==> src/rtl/sst_pkg.sv <==
package sst_pkg;

   // Widths fixed by the item fields
   localparam int KeyWidth  = 32;
   localparam int PosWidth  = 6;
   localparam int SizeWidth = 7;

   typedef enum logic [1:0] {
      OP_INSERT = 2'd0,
      OP_ERASE  = 2'd1,
      OP_FIND   = 2'd2
   } op_type;

   typedef enum logic [1:0] {
      ST_OK        = 2'd0,
      ST_DUPLICATE = 2'd1,
      ST_FULL      = 2'd2,
      ST_MISS      = 2'd3
   } status_type;

   typedef enum logic [1:0] {
      FSM_IDLE,
      FSM_CMP,
      FSM_EXEC
   } fsm_type;

   // Command broadcast from the controller to every cell
   typedef struct packed {
      logic                        ins_en;
      logic                        del_en;
      logic signed [KeyWidth-1:0]  key;
   } cmd_type;

endpackage

==> src/rtl/sst_cell.sv <==
module sst_cell #(
   parameter int INDEX = 0,
   parameter int CW    = 7,
   parameter int PW    = 7
) (
   input  logic                                clock,
   input  sst_pkg::cmd_type                    cmd,
   input  logic [CW-1:0]                       count,
   input  logic [PW-1:0]                       pos_ext,
   input  logic                                left_lt,
   input  logic signed [sst_pkg::KeyWidth-1:0] left_value,
   input  logic signed [sst_pkg::KeyWidth-1:0] right_value,
   output logic                                lt_ff,
   output logic                                eq_ff,
   output logic                                hit_ff,
   output logic signed [sst_pkg::KeyWidth-1:0] value_ff
);

   logic                                valid;
   logic                                lt_in;
   logic                                eq_in;
   logic                                hit_in;
   logic                                ge_in;
   logic                                ge_ff;
   logic signed [sst_pkg::KeyWidth-1:0] value_in;

   // Compare own entry against the key and own index against the position
   assign valid  = count > CW'(INDEX);
   assign lt_in  = valid && (value_ff < cmd.key);
   assign eq_in  = valid && (value_ff == cmd.key);
   assign hit_in = pos_ext == PW'(INDEX);
   assign ge_in  = PW'(INDEX) >= pos_ext;

   // Open a slot or close a gap using the neighbors
   always_comb begin
      value_in = value_ff;
      if (cmd.ins_en && !lt_ff) begin
         value_in = left_lt ? cmd.key : left_value;
      end else if (cmd.del_en && ge_ff) begin
         value_in = right_value;
      end
   end

   always_ff @(posedge clock) begin
      lt_ff    <= lt_in;
      eq_ff    <= eq_in;
      hit_ff   <= hit_in;
      ge_ff    <= ge_in;
      value_ff <= value_in;
   end

endmodule
==> config.mk <==
export PLATFORM = sky130hd
export DESIGN_NAME = sst_cell
export DESIGN_NICKNAME = d
export VERILOG_FILES = /design/src/rtl/sst_pkg.sv /design/src/rtl/sst_cell.sv
export SDC_FILE = /design/constraint.sdc
export NUM_CORES = 1
export LEC_CHECK = 0
export BUFFER_PORTS_ARGS = -buffer_cell sky130_fd_sc_hd__buf_2
export CORE_UTILIZATION = 45
export CTS_CLUSTER_DIAMETER = 80
export DETAILED_ROUTE_END_ITERATION = 7
export PLACE_DENSITY = 0.82
export SETUP_SLACK_MARGIN = 0.15
export SLEW_MARGIN = 15
export SYNTH_ARGS = -nofsm -noshare
export SYNTH_HDL_FRONTEND = slang
export SYNTH_SLANG_ARGS = --single-unit
==> constraint.sdc <==
create_clock -name clock -period 2.3 [get_ports clock]
set_input_delay 0.23 -clock clock [delete_from_list [all_inputs] [get_ports clock]]
set_output_delay 0.23 -clock clock [all_outputs]
set_load 0.1 [all_outputs]
==> impl_results.md, run 1 <==
* Placed cell areas at 3470 um^2
* Status: finished, final reports clean
* Residual DRC at 0
* Combined area of the multi-input logic cells at 1420 um^2
* Startpoint Class: flop
* CTS root buf: clkbuf_8
* Ys async rst share at 0%
* Synth-to-Final Area Change at 38.8%
* First-pass GRT wire length at 11100 um
* Leak at 1.88 nW
* Cts bufs inserted at 5
* Num ports at 149
* Gates resized, CTS repair at 0
* Die W at 77.7 um
* Gr usage total at 23.2%
* Post-detail-place hpwl at 5510 um
* Fin. max-slew vios at 0
* Initial Util at 46.8%
* Critical path peak fanout at 3
* Largest net degree at the start of global routing at 41
* Register area share after synthesis at 40.4%
* Post-CTS Setup Inserts at 0
* H-tree depth at 2
* Filler cells at 472
* Setup Viol. Count Final at 0
* Most used DFF post-synth: edfxtp_1
* Synth cell count leaders: 44 x nand2_1, 34 x o21ai_0, 33 x inv_1
* Worst-skew pair later-pin latency at 0.29 ns
* PortBufs at 148
* Hold path startpoint: pos_ext[0]
* Least-Margin Pin Slew at 0.503 ns
* Max VDD drop at 453 uV
* Cells after Synth at 270
* Full die area at 6040 um^2
* GRT Residual Overflow at 0
* Syn Std Cell Area at 2580 um^2
* Setup Crit Path Kind: flop to flop
* Worst Skew at 0.00480 ns
* Period minus WS final at 1.97 ns
* Power density over the cells at 808 nW/um^2
* Max clock buf depth at 2
* RSZ-0062 raised after global routing: no
* Reg2Reg Setup Slack at 0.33 ns
* Vias at 2477
* Max_cap viols at 0
* Post-Route WL at 6710 um
* Number of synthesized flops with an enable pin at 32
* Hold Path Stages at 2
* Cell taking the most area after synthesis: edfxtp_1
* Relative slew slack at 66.7%
* Share of cells above drive strength 1 at 40.3%
* Clk sinks at 36
* Hold endpoint: hit_ff
* Vias in the first global route at 2662
* WL/cell at 13.7 um
* Yosys warns at 0
* Syn_nets at 416
* Final worst slack at 0.328 ns
* Area share of the largest cell type after synthesis at 37.3%
* Worst slack, placed at 0.312 ns
* Worst min path class: primary input to flop
* Tcrit/Tclk final at 85.8%
* R2R depth at 6
* Post-route cell area at 3580 um^2
* Row cnt at 27
* Antenna violations before repair at 0
* Vias/cell at 5.04
* Final nets at 564
* Number of diodes at 0
* Clk pin slew, worst setup/hold paths at 0.07 ns
* DR iter-0 viols at 111
* Register area at 1040 um^2
* Final Core Density at 65.0%
* Critical Path AT at 2.15 ns
* Mapped Avg Cell Area at 9.55 um^2
* Crit Reg-Reg Endpoint: lt_ff
* Synth area leaders: edfxtp_1 37%, ha_1 16%, mux2i_1 12%
* Min Hold Slack at 0.117 ns
* Crit path required time at 2.48 ns
* Die height at 77.7 um
* FF+latch count, synth at 36
* Core area at 5510 um^2
* Final Wtd Congestion at 0.765
* Most frequent cell after synthesis: nand2_1
* CTS tree: yes
* Maximum clock rate at 507 MHz
* Post-CTS Hold Fix Bufs at 0
* 1st-pass router iterations at 4
* Distinct cells, synth at 27
* Antenna Nets Post-Route at 0
* Final Power at 2.89 mW
* Final Hold Viols at 0
* RR Startpoint: value_ff[19]
* Critical Path End Type: flop
==> registers in the layout, indices dropped and copies added, names as in the netlist <==
register,flops
hit_ff,1
ge_ff,1
value_ff,32
eq_ff,1
lt_ff,1
==> stage by stage <==
step	TNS, ns	cells
3_5_place_dp	0	483
2_1_floorplan	-0.0628	270
3_3_place_gp	0	483
6_report	0	491
4_1_cts	0	491
5_1_grt	0	491
==> per-layer routing <==
| metal | GRT usage (%) | vias to the layer above | share of wire (%) |
|---|---|---|---|
| met3 | 3.76 | 11 | 4.4 |
| met5 | 0 | - | 0 |
| li1 | - | 1259 | - |
| met1 | 24.4 | 1128 | 39 |
| met2 | 45.1 | 79 | 55 |
| met4 | 9.43 | 0 | 1.6 |
==> placed cells by master (no fill, tap or decap) <==
master     count
a211oi_1       2
a21o_1         1
a21oi_1       14
a31oi_1        1
and4_1         2
buf_12         2
buf_2        148
buf_4          2
bufinv_16      1
clkbuf_1       1
clkbuf_8       5
clkinv_2       1
dfxtp_1        3
dfxtp_2        1
edfxtp_1      32
ha_1          30
ha_4           2
inv_1         33
mux2_2         1
mux2i_1       32
nand2_1       43
nand2_2        1
nand2b_1       2
nand2b_2       1
nand4_1        4
nor2_1         3
nor2b_1        2
nor4_1         3
nor4_2         1
nor4_4         1
nor4b_1        1
nor4bb_4       1
o21ai_0       34
o21ai_1        5
o31a_1         1
or4_1          1
or4_4          1
==> worst max-delay path, cell delays in order, from the launching register on <==
cell	delay, ns
edfxtp_1	0.40
ha_1	0.33
and4_1	0.22
nor4bb_4	0.33
nor2_1	0.07
a31oi_1	0.17
mux2_2	0.35
==> cells by family (layout without fill, tap and decap cells) <==
group	after synthesis	in the layout	share of synthesized area (%)
adder cells (fa/ha/maj)	32	32	15.5
AND/OR/NAND/NOR	67	67	13.0
flip-flops	36	36	40.4
buffers and inverters	44	193	6.55
multiplexers	33	33	12.9
AO/OA/AOI/OAI	58	58	11.7
==> report_power, final <==
group	total, mW	leakage (nW)	switching [mW]	internal [mW]
Sequential	0.914	0.340	0.0529	0.861
Clock	0.555	0.0552	0.234	0.322
Combinational	1.42	1.48	1.08	0.344
==> how the worst max path moves through the flow <==
stage	from	to	slack [ns]	cells after the start
detailed placement	value_ff[11]	lt_ff	0.31	6
finish	value_ff[19]	lt_ff	0.33	6
global route	value_ff[11]	lt_ff	0.15	6
floorplan	value_ff[31]	lt_ff	-0.06	6
global placement	value_ff[11]	lt_ff	0.42	6
CTS	value_ff[11]	lt_ff	0.29	6
==> final cells by class <==
class | instances | area share, %
multi-input cells | 190 | 39.7
flip-flops and latches | 36 | 29.1
repair buffers | 152 | 22.2
inverters | 33 | 3.46
well taps | 72 | 2.52
clock buffers | 6 | 2.03
clock inverters | 2 | 0.979
Note: power is estimated with default switching activity, not from simulation.
==> inputs of run 2 (changes only) <==
--- a/config.mk
+++ b/config.mk
@@ -5,11 +5,12 @@
 export SDC_FILE = /design/constraint.sdc
 export NUM_CORES = 1
 export LEC_CHECK = 0
+export ABC_AREA = 1
 export BUFFER_PORTS_ARGS = -buffer_cell sky130_fd_sc_hd__buf_2
 export CORE_UTILIZATION = 45
 export CTS_CLUSTER_DIAMETER = 80
 export DETAILED_ROUTE_END_ITERATION = 7
-export PLACE_DENSITY = 0.82
+export PLACE_DENSITY = 0.81
 export SETUP_SLACK_MARGIN = 0.15
 export SLEW_MARGIN = 15
 export SYNTH_ARGS = -nofsm -noshare
==> run 2 against run 1 <==
  * Via count grew 13%
  * Power shrank 7.3%
  * Clock power shrank 13%
  * Area after synthesis grew 2.6%
  * Sequential share of layout area grew 0.15 points
  * First-iteration DRC count shrank 12%
==> impl_results.md, run 2 <==
* Status: finished, final reports clean (unchanged)
* Critical Path AT at 1.75 ns (was 2.15 ns)
* Syn_nets at 487 (was 416)
* Leak at 1.90 nW (was 1.88 nW)
* Gr usage total at 24.0% (was 23.2%)
* Max VDD drop at 420 uV (was 453 uV)
* Setup Crit Path Kind: flop to flop (unchanged)
* Proportion of power drawn by combinational gates at 48.5% (was 49.2%)
* Residual DRC at 0 (unchanged)
* Final Hold Viols at 0 (unchanged)
* Synth-to-Final Area Change at 34.6% (was 38.8%)
* Largest net degree at the start of global routing at 34 (was 41)
* Largest reg by FF count: value_ff (unchanged)
* Syn Std Cell Area at 2650 um^2 (was 2580 um^2)
* Post-route cell area at 3560 um^2 (was 3580 um^2)
* Period minus WS final at 1.57 ns (was 1.97 ns)
* Placed cell areas at 3470 um^2 (about the same)
* Vias/cell at 4.98 (was 5.04)
* Reg power frac at 33.5% (was 31.6%)
* Initial Util at 47.5% (was 46.8%)
* Clk sinks at 36 (unchanged)
* Vias in the first global route at 2805 (was 2662)
* Startpoint Class: flop (unchanged)
* CP max-delay cell: edfxtp_1 (unchanged)
* Fin. max-slew vios at 0 (unchanged)
* CTS root buf: clkbuf_8 (unchanged)
* Share of cells above drive strength 1 at 34.8% (was 40.3%)
* Synth cell count leaders: 72 x nand2_1, 56 x o21ai_0, 49 x inv_1 (was 44 x nand2_1, 34 x o21ai_0, 33 x inv_1)
* Cts bufs inserted at 5 (unchanged)
* FF+latch count, synth at 36 (unchanged)
* Clock network power share at 17.9% (was 19.2%)
* Switching share of power at 47.9% (was 47.2%)
* Clk pin slew, worst setup/hold paths at 0.08 ns (was 0.07 ns)
* Setup Viol. Count Final at 0 (unchanged)
* Max clock buf depth at 2 (unchanged)
* Most common cell after layout, fill and taps aside: buf_2 (unchanged)
* Pint at 1.40 mW (was 1.53 mW)
* Number of synthesized flops with an enable pin at 32 (unchanged)
* Antenna Nets Post-Route at 0 (unchanged)
* H-tree depth at 2 (unchanged)
* Maximum clock rate at 639 MHz (was 507 MHz)
* Worst slack, placed at 0.447 ns (was 0.312 ns)
* Yosys warns at 0 (unchanged)
* Post-Route WL at 7180 um (was 6710 um)
* Die W at 78.7 um (was 77.7 um)
* Worst Skew at 0.00551 ns (was 0.00480 ns)
* CP cell instances: ha_1 > nand2_1 > nor2_1 > nand4_1 > nor2_2 > nand2_2 > a21oi_1 > nor2_1 (was ha_1 > and4_1 > nor4bb_4 > nor2_1 > a31oi_1 > mux2_2)
* Cell taking the most area after synthesis: edfxtp_1 (unchanged)
* Switching pwr at 1.29 mW (was 1.37 mW)
* Max_cap viols at 0 (unchanged)
* Critical Path Max Stage Delay at 0.39 ns (was 0.40 ns)
* Row cnt at 27 (unchanged)
* Final Power at 2.68 mW (was 2.89 mW)
* Post-detail-place hpwl at 5530 um (was 5510 um)
* Post-CTS Setup Inserts at 0 (unchanged)
* Largest register FFs at 32 (unchanged)
* Vias at 2788 (was 2477)
* Min Hold Slack at 0.113 ns (was 0.117 ns)
* Tcrit/Tclk final at 68.1% (was 85.8%)
* Full die area at 6190 um^2 (was 6040 um^2)
* Relative slew slack at 47.0% (was 66.7%)
* Worst-skew pair later-pin latency at 0.29 ns (about the same)
* Power density over the cells at 754 nW/um^2 (was 808 nW/um^2)
* DR iter-0 viols at 98 (was 111)
* Ys async rst share at 0% (unchanged)
* CTS tree: yes (unchanged)
* Most used DFF post-synth: edfxtp_1 (unchanged)
* Critical Path End Type: flop (unchanged)
* PortBufs at 148 (unchanged)
* Register area share after synthesis at 39.3% (was 40.4%)
* Most frequent cells in the layout: 148 x buf_2, 71 x nand2_1, 56 x o21ai_0 (was 148 x buf_2, 43 x nand2_1, 34 x o21ai_0)
* Gates resized, CTS repair at 0 (unchanged)
* Critical path peak fanout at 2 (was 3)
* Antenna violations before repair at 0 (unchanged)
* Setup Total Neg Slack at 0 ns (unchanged)
* Mapped Avg Cell Area at 7.76 um^2 (was 9.55 um^2)
* Cells after Synth at 341 (was 270)
* 1st-pass router iterations at 4 (unchanged)
* Crit-path most repeated cell: nor2_1
* Number of diodes at 0 (unchanged)
* Core area at 5570 um^2 (was 5510 um^2)
* Crit path required time at 2.49 ns (was 2.48 ns)
* Least-Margin Pin Slew at 0.792 ns (was 0.503 ns)
* RSZ-0062 raised after global routing: no (unchanged)
* Die height at 78.7 um (was 77.7 um)
* Synth area leaders: edfxtp_1 36%, ha_1 15%, o21ai_0 11% (was edfxtp_1 37%, ha_1 16%, mux2i_1 12%)
* Num ports at 149 (unchanged)
* Worst min path class: primary input to flop (unchanged)
* WL/cell at 12.8 um (was 13.7 um)
* Post-CTS Hold Fix Bufs at 0 (unchanged)
* GRT Residual Overflow at 0 (unchanged)
* Most frequent cell after synthesis: nand2_1 (unchanged)
* Final worst slack at 0.734 ns (was 0.328 ns)
* First-pass GRT wire length at 11600 um (was 11100 um)
* Final Wtd Congestion at 0.785 (was 0.765)
* Final nets at 633 (was 564)
* Distinct cells, synth at 23 (was 27)
* Area share of the largest cell type after synthesis at 36.3% (was 37.3%)
## run 2: changes by cell type after synthesis, moves of 3 or more
cell	delta
nor2_1	+39
mux2i_1	-32
nand2_1	+28
o21ai_0	+22
inv_1	+16
clkbuf_1	+4
o21ai_1	+4
a21oi_1	-3
buf_2	-3
nand2_2	+3
nand2b_1	-3
nand4_1	-3
## run 2: routing by layer
layer	part of all wire [%]	global-route usage [%]
met5	0	0
met4	1.3	7.96
met3	6.6	5.47
met1	40	26.2
met2	52	45.1
## run 2: kinds of logic after synthesis
kind of cell,synth area share [%]
AO/OA/AOI/OAI,15.8
adder cells (fa/ha/maj),15.1
buffers and inverters,8.65
flip-flops,39.3
AND/OR/NAND/NOR,21.0
## run 2: final cells by class
| cell class | instances | area, um^2 |
|---|---|---|
| inverter | 49 | 184 |
| fill | 517 | 2010 |
| clock buffer | 8 | 90.1 |
| tap | 72 | 90.1 |
| sequential | 36 | 1040 |
| multi-input combinational | 244 | 1380 |
| timing repair buffer | 151 | 776 |
## run 2: through the flow
step / util (%) / instances
after global routing: 63.9 / 560
after CTS: 63.9 / 560
after detailed placement: 62.3 / 552
after global placement: 62.3 / 552
after floorplan: - / 341
final: 63.9 / 560
## run 2: final timing paths
kind                      from    end  slack (ns)  cells after the start
setup / recovery  value_ff[23]  lt_ff        0.73                      8
hold / removal      pos_ext[1]  ge_ff        0.11                      2
setup reg to reg  value_ff[23]  lt_ff        0.73                      8
hold reg to reg   value_ff[31]  lt_ff        0.78                      4
## run 2: critical path: cells and delay by family, from the launching register on
kind	cells	cell delay (ns)
compound gates	1	0.12
flops	1	0.39
simple gates	6	0.64
fa+ha+maj	1	0.31
## run 2: power groups by stage
| stage | clock (mW) | combinational [mW] | sequential (mW) |
|---|---|---|---|
| CTS | 0.485 | 1.31 | 0.901 |
| global route | 0.514 | 1.40 | 0.910 |
| finish | 0.481 | 1.30 | 0.900 |
| floorplan | 0 | 0.391 | 1.52 |
| global placement | 0 | 1.27 | 0.910 |
| detailed placement | 0 | 1.30 | 0.915 |
